--- src/design/cdq_pkg.sv ---
// ---------------------------------------------------------------------------
// cdq_pkg
// Shared sizes, codes and bundles of the circular deque.
// ---------------------------------------------------------------------------
package cdq_pkg;

   localparam int DEPTH    = 16;
   localparam int IDX_W    = (DEPTH > 1) ? $clog2(DEPTH) : 1;
   localparam int CNT_W    = $clog2(DEPTH + 1);
   localparam int WORD_W   = 32;
   localparam int FILL_W   = 5;

   localparam logic [IDX_W-1:0] LAST_IDX  = IDX_W'(DEPTH - 1);
   localparam logic [CNT_W-1:0] FULL_CNT  = CNT_W'(DEPTH);

   typedef enum logic [1:0] {
      FN_PUSH_BACK  = 2'd0,
      FN_PUSH_FRONT = 2'd1,
      FN_POP_FRONT  = 2'd2,
      FN_POP_BACK   = 2'd3
   } cdq_func_type;

   typedef enum logic [1:0] {
      ST_DONE      = 2'd0,
      ST_OVERFLOW  = 2'd1,
      ST_UNDERFLOW = 2'd2
   } cdq_status_type;

   typedef struct packed {
      logic              wr_en;
      logic [IDX_W-1:0]  wr_addr;
      logic [WORD_W-1:0] wr_data;
      logic              rd_en;
      logic [IDX_W-1:0]  rd_addr;
   } cdq_mem_req_type;

   typedef struct packed {
      cdq_status_type    status;
      logic [FILL_W-1:0] fill_count;
      logic              is_empty;
      logic              is_full;
      logic [WORD_W-1:0] front_word;
      logic [WORD_W-1:0] rear_word;
   } cdq_result_type;

   function automatic logic [IDX_W-1:0] idx_up(input logic [IDX_W-1:0] i);
      return (i == LAST_IDX) ? '0 : i + 1'b1;
   endfunction

   function automatic logic [IDX_W-1:0] idx_down(input logic [IDX_W-1:0] i);
      return (i == '0) ? LAST_IDX : i - 1'b1;
   endfunction

   function automatic logic [FILL_W-1:0] to_fill(input logic [CNT_W-1:0] c);
      logic [CNT_W+FILL_W-1:0] wide;
      wide = (CNT_W + FILL_W)'(c);
      return wide[FILL_W-1:0];
   endfunction

endpackage

--- src/design/cdq_ram.sv ---
// ---------------------------------------------------------------------------
// cdq_ram
// Simple dual-port synchronous RAM, one write and one registered read port.
// ---------------------------------------------------------------------------
module cdq_ram #(
   parameter int WIDTH  = 32,
   parameter int DEPTH  = 16,
   parameter int ADDR_W = 4
) (
   input  logic              clock,
   input  logic              wr_en,
   input  logic [ADDR_W-1:0] wr_addr,
   input  logic [WIDTH-1:0]  wr_data,
   input  logic              rd_en,
   input  logic [ADDR_W-1:0] rd_addr,
   output logic [WIDTH-1:0]  rd_data
);

   logic [WIDTH-1:0] mem_ff [DEPTH];
   logic [WIDTH-1:0] rd_data_ff;

   always_ff @(posedge clock) begin
      if (wr_en) begin
         mem_ff[wr_addr] <= wr_data;
      end
      if (rd_en) begin
         rd_data_ff <= mem_ff[rd_addr];
      end
   end

   assign rd_data = rd_data_ff;

endmodule

--- src/design/cdq_ctrl.sv ---
// ---------------------------------------------------------------------------
// cdq_ctrl
// Index, count and end-word tracking; drives the ring RAM and the result.
// ---------------------------------------------------------------------------
module cdq_ctrl (
   input  logic                         clock,
   input  logic                         reset,
   input  logic                         req_valid,
   output logic                         req_stall,
   input  logic [1:0]                   req_func,
   input  logic [cdq_pkg::WORD_W-1:0]   req_value,
   output cdq_pkg::cdq_mem_req_type     mem_req,
   input  logic [cdq_pkg::WORD_W-1:0]   mem_rd_data,
   output logic                         res_valid,
   output cdq_pkg::cdq_result_type      res,
   input  logic                         res_free
);
   import cdq_pkg::*;

   typedef enum logic [1:0] {
      S_IDLE,
      S_FETCH,
      S_SEND
   } state_type;

   state_type          state_ff, state_in;
   logic [IDX_W-1:0]   head_ff, head_in;
   logic [IDX_W-1:0]   tail_ff, tail_in;
   logic [CNT_W-1:0]   count_ff, count_in;
   logic [WORD_W-1:0]  front_ff, front_in;
   logic [WORD_W-1:0]  rear_ff, rear_in;
   cdq_status_type     status_ff, status_in;
   logic               pend_front_ff, pend_front_in;

   logic               accept;
   logic               empty;
   logic               full;
   cdq_func_type       func;

   assign accept = req_valid && (state_ff == S_IDLE);
   assign req_stall = (state_ff != S_IDLE);
   assign empty = (count_ff == '0);
   assign full = (count_ff == FULL_CNT);
   assign func = cdq_func_type'(req_func);

   always_comb begin
      state_in      = state_ff;
      head_in       = head_ff;
      tail_in       = tail_ff;
      count_in      = count_ff;
      front_in      = front_ff;
      rear_in       = rear_ff;
      status_in     = status_ff;
      pend_front_in = pend_front_ff;
      mem_req       = '0;
      mem_req.wr_data = req_value;

      case (state_ff)
         S_IDLE: begin
            if (accept) begin
               status_in = ST_DONE;
               state_in  = S_SEND;
               case (func)
                  FN_PUSH_BACK, FN_PUSH_FRONT: begin
                     if (full) begin
                        status_in = ST_OVERFLOW;
                     end else if (empty) begin
                        head_in         = '0;
                        tail_in         = '0;
                        count_in        = CNT_W'(1);
                        front_in        = req_value;
                        rear_in         = req_value;
                        mem_req.wr_en   = 1'b1;
                        mem_req.wr_addr = '0;
                     end else if (func == FN_PUSH_BACK) begin
                        tail_in         = idx_up(tail_ff);
                        count_in        = count_ff + 1'b1;
                        rear_in         = req_value;
                        mem_req.wr_en   = 1'b1;
                        mem_req.wr_addr = idx_up(tail_ff);
                     end else begin
                        head_in         = idx_down(head_ff);
                        count_in        = count_ff + 1'b1;
                        front_in        = req_value;
                        mem_req.wr_en   = 1'b1;
                        mem_req.wr_addr = idx_down(head_ff);
                     end
                  end
                  FN_POP_FRONT, FN_POP_BACK: begin
                     if (empty) begin
                        status_in = ST_UNDERFLOW;
                     end else if (count_ff == CNT_W'(1)) begin
                        head_in  = '0;
                        tail_in  = '0;
                        count_in = '0;
                     end else if (func == FN_POP_FRONT) begin
                        head_in         = idx_up(head_ff);
                        count_in        = count_ff - 1'b1;
                        mem_req.rd_en   = 1'b1;
                        mem_req.rd_addr = idx_up(head_ff);
                        pend_front_in   = 1'b1;
                        state_in        = S_FETCH;
                     end else begin
                        tail_in         = idx_down(tail_ff);
                        count_in        = count_ff - 1'b1;
                        mem_req.rd_en   = 1'b1;
                        mem_req.rd_addr = idx_down(tail_ff);
                        pend_front_in   = 1'b0;
                        state_in        = S_FETCH;
                     end
                  end
                  default: begin
                     state_in = S_SEND;
                  end
               endcase
            end
         end
         S_FETCH: begin
            if (pend_front_ff) begin
               front_in = mem_rd_data;
            end else begin
               rear_in = mem_rd_data;
            end
            state_in = S_SEND;
         end
         S_SEND: begin
            if (res_free) begin
               state_in = S_IDLE;
            end
         end
         default: begin
            state_in = S_IDLE;
         end
      endcase
   end

   always_ff @(posedge clock) begin
      if (reset) begin
         state_ff      <= S_IDLE;
         head_ff       <= '0;
         tail_ff       <= '0;
         count_ff      <= '0;
         status_ff     <= ST_DONE;
         pend_front_ff <= 1'b0;
      end else begin
         state_ff      <= state_in;
         head_ff       <= head_in;
         tail_ff       <= tail_in;
         count_ff      <= count_in;
         status_ff     <= status_in;
         pend_front_ff <= pend_front_in;
      end
      front_ff <= front_in;
      rear_ff  <= rear_in;
   end

   // end words read as zero once the deque is empty
   assign res_valid      = (state_ff == S_SEND);
   assign res.status     = status_ff;
   assign res.fill_count = to_fill(count_ff);
   assign res.is_empty   = empty;
   assign res.is_full    = full;
   assign res.front_word = empty ? '0 : front_ff;
   assign res.rear_word  = empty ? '0 : rear_ff;

endmodule

--- src/design/cdq_out.sv ---
// ---------------------------------------------------------------------------
// cdq_out
// Output register of the result channel.
// ---------------------------------------------------------------------------
module cdq_out (
   input  logic                       clock,
   input  logic                       reset,
   input  logic                       res_valid,
   input  cdq_pkg::cdq_result_type    res,
   output logic                       res_free,
   output logic                       rsp_valid,
   input  logic                       rsp_stall,
   output cdq_pkg::cdq_result_type    rsp_beat
);
   import cdq_pkg::*;

   logic           valid_ff;
   cdq_result_type beat_ff;

   assign res_free = !valid_ff || !rsp_stall;

   always_ff @(posedge clock) begin
      if (reset) begin
         valid_ff <= 1'b0;
      end else if (res_free) begin
         valid_ff <= res_valid;
      end
      if (res_free && res_valid) begin
         beat_ff <= res;
      end
   end

   assign rsp_valid = valid_ff;
   assign rsp_beat  = beat_ff;

endmodule

--- src/design/circular_deque.sv ---
// ---------------------------------------------------------------------------
// circular_deque
// Double-ended queue of 32-bit words in a ring RAM of DEPTH entries.
// Order: a push, a rejected op or a pop of the last word goes IDLE, SEND;
//   other pops go IDLE, FETCH (registered RAM read refreshes the end word), SEND.
// Flow: one op in flight, taken in IDLE only; SEND waits for a free output reg.
// Reset: synchronous; empties the deque, RAM contents are left as they are.
// ---------------------------------------------------------------------------
module circular_deque (
   input  logic                        clock,
   input  logic                        reset,
   input  logic                        req_valid,
   output logic                        req_stall,
   input  logic [1:0]                  req_func,
   input  logic signed [31:0]          req_value,
   output logic                        rsp_valid,
   input  logic                        rsp_stall,
   output logic [1:0]                  rsp_status,
   output logic [4:0]                  rsp_fill_count,
   output logic                        rsp_is_empty,
   output logic                        rsp_is_full,
   output logic signed [31:0]          rsp_front_word,
   output logic signed [31:0]          rsp_rear_word
);
   import cdq_pkg::*;

   cdq_mem_req_type   mem_req;
   logic [WORD_W-1:0] mem_rd_data;
   logic              res_valid;
   cdq_result_type    res;
   logic              res_free;
   cdq_result_type    rsp_beat;

   cdq_ram #(
      .WIDTH  (WORD_W),
      .DEPTH  (DEPTH),
      .ADDR_W (IDX_W)
   ) u_ram (
      .clock   (clock),
      .wr_en   (mem_req.wr_en),
      .wr_addr (mem_req.wr_addr),
      .wr_data (mem_req.wr_data),
      .rd_en   (mem_req.rd_en),
      .rd_addr (mem_req.rd_addr),
      .rd_data (mem_rd_data)
   );

   cdq_ctrl u_ctrl (
      .clock       (clock),
      .reset       (reset),
      .req_valid   (req_valid),
      .req_stall   (req_stall),
      .req_func    (req_func),
      .req_value   (req_value),
      .mem_req     (mem_req),
      .mem_rd_data (mem_rd_data),
      .res_valid   (res_valid),
      .res         (res),
      .res_free    (res_free)
   );

   cdq_out u_out (
      .clock     (clock),
      .reset     (reset),
      .res_valid (res_valid),
      .res       (res),
      .res_free  (res_free),
      .rsp_valid (rsp_valid),
      .rsp_stall (rsp_stall),
      .rsp_beat  (rsp_beat)
   );

   assign rsp_status     = rsp_beat.status;
   assign rsp_fill_count = rsp_beat.fill_count;
   assign rsp_is_empty   = rsp_beat.is_empty;
   assign rsp_is_full    = rsp_beat.is_full;
   assign rsp_front_word = rsp_beat.front_word;
   assign rsp_rear_word  = rsp_beat.rear_word;

`ifndef SYNTH
   a_one_in_flight: assert property (@(posedge clock) disable iff (reset)
      (req_valid && !req_stall) |=> req_stall)
      else $error("second op accepted while one is in flight");

   a_flags_exclusive: assert property (@(posedge clock) disable iff (reset)
      rsp_valid |-> !(rsp_is_empty && rsp_is_full))
      else $error("deque reported empty and full together");

   a_overflow_full: assert property (@(posedge clock) disable iff (reset)
      (rsp_valid && rsp_status == ST_OVERFLOW) |-> rsp_is_full)
      else $error("overflow reported on a deque that is not full");

   a_underflow_empty: assert property (@(posedge clock) disable iff (reset)
      (rsp_valid && rsp_status == ST_UNDERFLOW) |-> rsp_is_empty)
      else $error("underflow reported on a deque that is not empty");

   a_no_ram_conflict: assert property (@(posedge clock) disable iff (reset)
      !(mem_req.wr_en && mem_req.rd_en))
      else $error("ring RAM written and read in the same cycle");
`endif

endmodule
--- config.mk ---
export PLATFORM = sky130hd
export DESIGN_NAME = circular_deque
export DESIGN_NICKNAME = d
export VERILOG_FILES = /design/src/design/cdq_pkg.sv /design/src/design/cdq_ram.sv /design/src/design/cdq_ctrl.sv /design/src/design/cdq_out.sv /design/src/design/circular_deque.sv
export SDC_FILE = /design/constraint.sdc
export NUM_CORES = 1
export LEC_CHECK = 0
export BUFFER_PORTS_ARGS = -buffer_cell sky130_fd_sc_hd__buf_2
export CORE_MARGIN = 2
export CORE_UTILIZATION = 54
export CTS_CLUSTER_SIZE = 24
export DETAILED_ROUTE_END_ITERATION = 6
export PLACE_DENSITY = 0.8
export SYNTH_ARGS = -nofsm -noshare
export SYNTH_HDL_FRONTEND = slang
export SYNTH_SLANG_ARGS = --single-unit
--- constraint.sdc ---
create_clock -name clock -period 7.25 [get_ports clock]
set_input_delay 1.45 -clock clock [delete_from_list [all_inputs] [get_ports clock]]
set_output_delay 1.45 -clock clock [all_outputs]
set_load 0.1 [all_outputs]
==> impl_metrics.yaml <==
timing:
  tightest_slew_ns: 1.136
  fin_tns_setup_ns: 0
  slew_violations: 0
  rsz0062_at_grt: "false"
  finClkSkew_ns: 0.02203
  post-route-period-util_pct: 61.65
  fmax_mhz: 223.7
  setup_viol: 0
  hold_viol: 0
  slew_headroom_pct: 24.28
  period_needed_ns: 4.470
logic_synthesis:
  ys_seq_area_share_pct: 75.29
  yosysMostFrequentCell: "edfxtp_1"
  synth_top_area_share_pct: 73.92
  synth.top_cells.by_area: "edfxtp_1, mux2i_1, o211ai_1, mux2_2, mux2_1"
  post_synth.cell_area_avg_um2: 16.87
  synth_largest_area_cell: "edfxtp_1"
  synth_ff_type: "edfxtp_1"
  syn-cell-area_um2: 27670
  synth.distinct_cells: 54
  syn_inst: 1640
  synth-seq-cells: 700
  synth_edf_count: 681
  synth_warnings: 0
  syn-num-nets: 1686
  synth_async_sr_flop_share_pct: 0
  synthTopCellsByCount: "edfxtp_1, nand2_1, mux2i_1, o211ai_1, mux2_2"
detailed_routing:
  drt_iter0_markers: 1438
  ant_nets: 0
  firstDrtPassIters: 7
  wire_per_inst_um: 23.35
  via_count: 14730
  drc_errors: 0
  wl_um: 57970
  vias_per_cell: 5.932
grt:
  grt_pass1_wl_um: 87510
  antenna_found_initial: 6
  first_global_vias: 14650
  grt-ovfl-total: 0
  grt_max_degree: 157
  grt.total_usage_pct: 22.10
clock_network:
  cts_root_buf: "clkbuf_16"
  hold_buffers: 0
  cts_num_sinks: 700
  numCtsBuffers: 66
  cts_setup_buffers: 0
  clock_latency_ns: 0.60
  ctsResizeCount: 0
  cts_tree: "built"
  htree_levels: 3
  clk_pin_slew_ns: 0.06
  clockBufferDepth: 3
worst_hold_path:
  hold_path_depth: 0
  worstHoldPathType: "flip-flop to flip-flop"
power:
  clkPwrFrac_pct: 32.8
  leakagePower_uw: 0.01021
  worst_ir_drop_vdd_uv: 178.9
  p_sw_uw: 2943
  p_seq_share_pct: 47.9
  p_sw_share_pct: 29.13
  intPower_uw: 7160
  power_density_nw_per_um2: 324.7
  comb_power_share_pct: 19.3
die:
  dieArea_um2: 53060
  io_pins: 113
  row_count: 82
  start_util_pct: 54.92
  die_h_um: 230.3
  die_x_um: 230.3
  core_um2: 50380
placement:
  place_hpwl_um: 30350
  place.gp.congestion: 0.7928
  dp_cells: 2365
  portBuffers: 112
worst_setup_path:
  crit_fanout: 72
  critPathRequiredTime_ns: 7.57
  cp.arrival_ns: 4.79
  r2r-end: "u_ram.rd_data[14]"
  critPathCapture: "u_ram.rd_data[14]"
  critPathLaunch: "req_func[0]"
  worstSetupPathType: "input pin to flip-flop"
  startpoint_type: "input pin"
  worstReg2RegStart: "u_ctrl.head_ff[0]"
  reg2regPathDepth: 9
  r2r_slack_ns: 3.10
  endpoint_kind: "flip-flop"
layout:
  final_layout_size_suffix_gt1_share_pct: 19.68
  fin_cells: 2483
  multi_input_area_um2: 6507
  seq_area_um2: 20830
  fill_cells: 3430
  area_growth_pct: 12.46
  nNetsFinal: 1807
outcome:
  outcome: "complete, no violations"
flow_run:
  drv_cap: 0
[cells by family (layout without fill, tap and decap cells)]
logic type,after synthesis,in the layout,synth area share (%)
mux,294,294,11.37
flops,700,700,75.29
simple gates,335,335,5.821
compound gates,195,195,5.102
xor+xnor,5,5,0.1583
other cells,0,2,0
buf+inv,103,272,1.899
fa+ha+maj,8,8,0.3618
[metal layers]
layer / part of all wire, % / global-route usage (%) / vias up
met2: 49 / 36.55 / 629
li1: - / - / 6599
met5: 0.021 / 0 / -
met1: 40 / 29.11 / 7370
met3: 8.5 / 4.274 / 130
met4: 3.1 / 8.690 / 2
[worst max-delay path: stages]
cell      delay, ns
buf_2          0.20
nand2b_1       0.25
a21oi_4        0.66
and2_4         1.01
buf_12         0.41
mux2_2         0.38
o211ai_1       0.23
nand4_1        0.15
[power groups by stage]
stage / sequential [uW] / clock [uW] / combinational (uW)
detailed placement: 4930 / 0 / 1930
global placement: 4920 / 0 / 1900
floorplan: 5480 / 0 / 972
global route: 4860 / 3520 / 2070
finish: 4840 / 3320 / 1940
CTS: 4840 / 3350 / 1950
[placed cells by master, fill, tap and decap left out, types with 3 or more instances in the layout]
cell / netlist / routed
nor2_1: 45 / 25
o211ai_1: 131 / 131
nor3_1: 9 / 8
mux2i_1: 133 / 133
xnor2_1: 4 / 4
nand2b_1: 6 / 6
edfxtp_1: 681 / 681
mux2_1: 77 / 77
clkinv_1: 0 / 10
nand4_1: 32 / 32
nor2b_1: 69 / 68
or3_1: 3 / 3
a22oi_1: 4 / 4
nor2_4: 0 / 18
inv_1: 14 / 13
buf_2: 21 / 112
a21oi_1: 17 / 14
o31ai_1: 3 / 3
nand2_1: 152 / 152
or2_2: 4 / 4
dfxtp_1: 19 / 19
inv_6: 0 / 4
clkinv_2: 0 / 11
o21ai_0: 11 / 11
buf_4: 0 / 27
clkbuf_1: 48 / 13
a211oi_1: 11 / 11
clkbuf_16: 0 / 67
bufinv_16: 0 / 5
mux2_2: 84 / 84
ha_1: 8 / 8
nand3_1: 5 / 5
a21oi_4: 0 / 3
[worst min-delay path by stage]
stage                               to           startpoint  slack, ns
floorplan           u_out.rsp_beat[71]  u_ctrl.status_ff[0]       0.41
global placement    u_out.rsp_beat[71]  u_ctrl.status_ff[0]       0.43
detailed placement  u_out.rsp_beat[71]  u_ctrl.status_ff[0]       0.45
CTS                 u_out.rsp_beat[72]  u_ctrl.status_ff[1]       0.47
global route        u_out.rsp_beat[72]  u_ctrl.status_ff[1]       0.48
finish              u_out.rsp_beat[72]  u_ctrl.status_ff[1]       0.47
[through the flow]
step | instance area (um2) | power, uW | util (%) | hold slack (ns) | setup slack [ns]
6_report | 31110 | 10100 | 61.76 | 0.4687 | 2.780
5_1_grt | 31110 | 10450 | 61.76 | 0.4842 | 2.571
4_1_cts | 31110 | 10140 | 61.75 | 0.4684 | 2.769
3_5_place_dp | 29040 | 6858 | 57.64 | 0.4496 | 2.177
3_3_place_gp | 29040 | 6812 | 57.64 | 0.4329 | 2.314
2_1_floorplan | 27670 | 6449 | - | 0.4086 | 1.711
[sequential cells by signal, summed over array words and instances, names as in the netlist, 2 cells and up]
signal,count
u_ctrl.head_ff,4
u_ctrl.front_ff,32
u_ram.mem_ff,512
u_out.rsp_beat,73
u_ctrl.count_ff,5
u_ram.rd_data,32
u_ctrl.status_ff,2
u_ctrl.tail_ff,4
u_ctrl.rear_ff,32
u_ctrl.state_ff,2
[layout make-up]
cell class / count / area share (%)
antenna: 2 / 0.01609
clock buffer: 80 / 5.546
inverter: 15 / 0.1810
timing repair buffer: 141 / 2.582
sequential: 700 / 66.95
tap: 672 / 2.703
clock inverter: 36 / 1.102
multi-input combinational: 837 / 20.92
(Power assumes the default switching activity.)
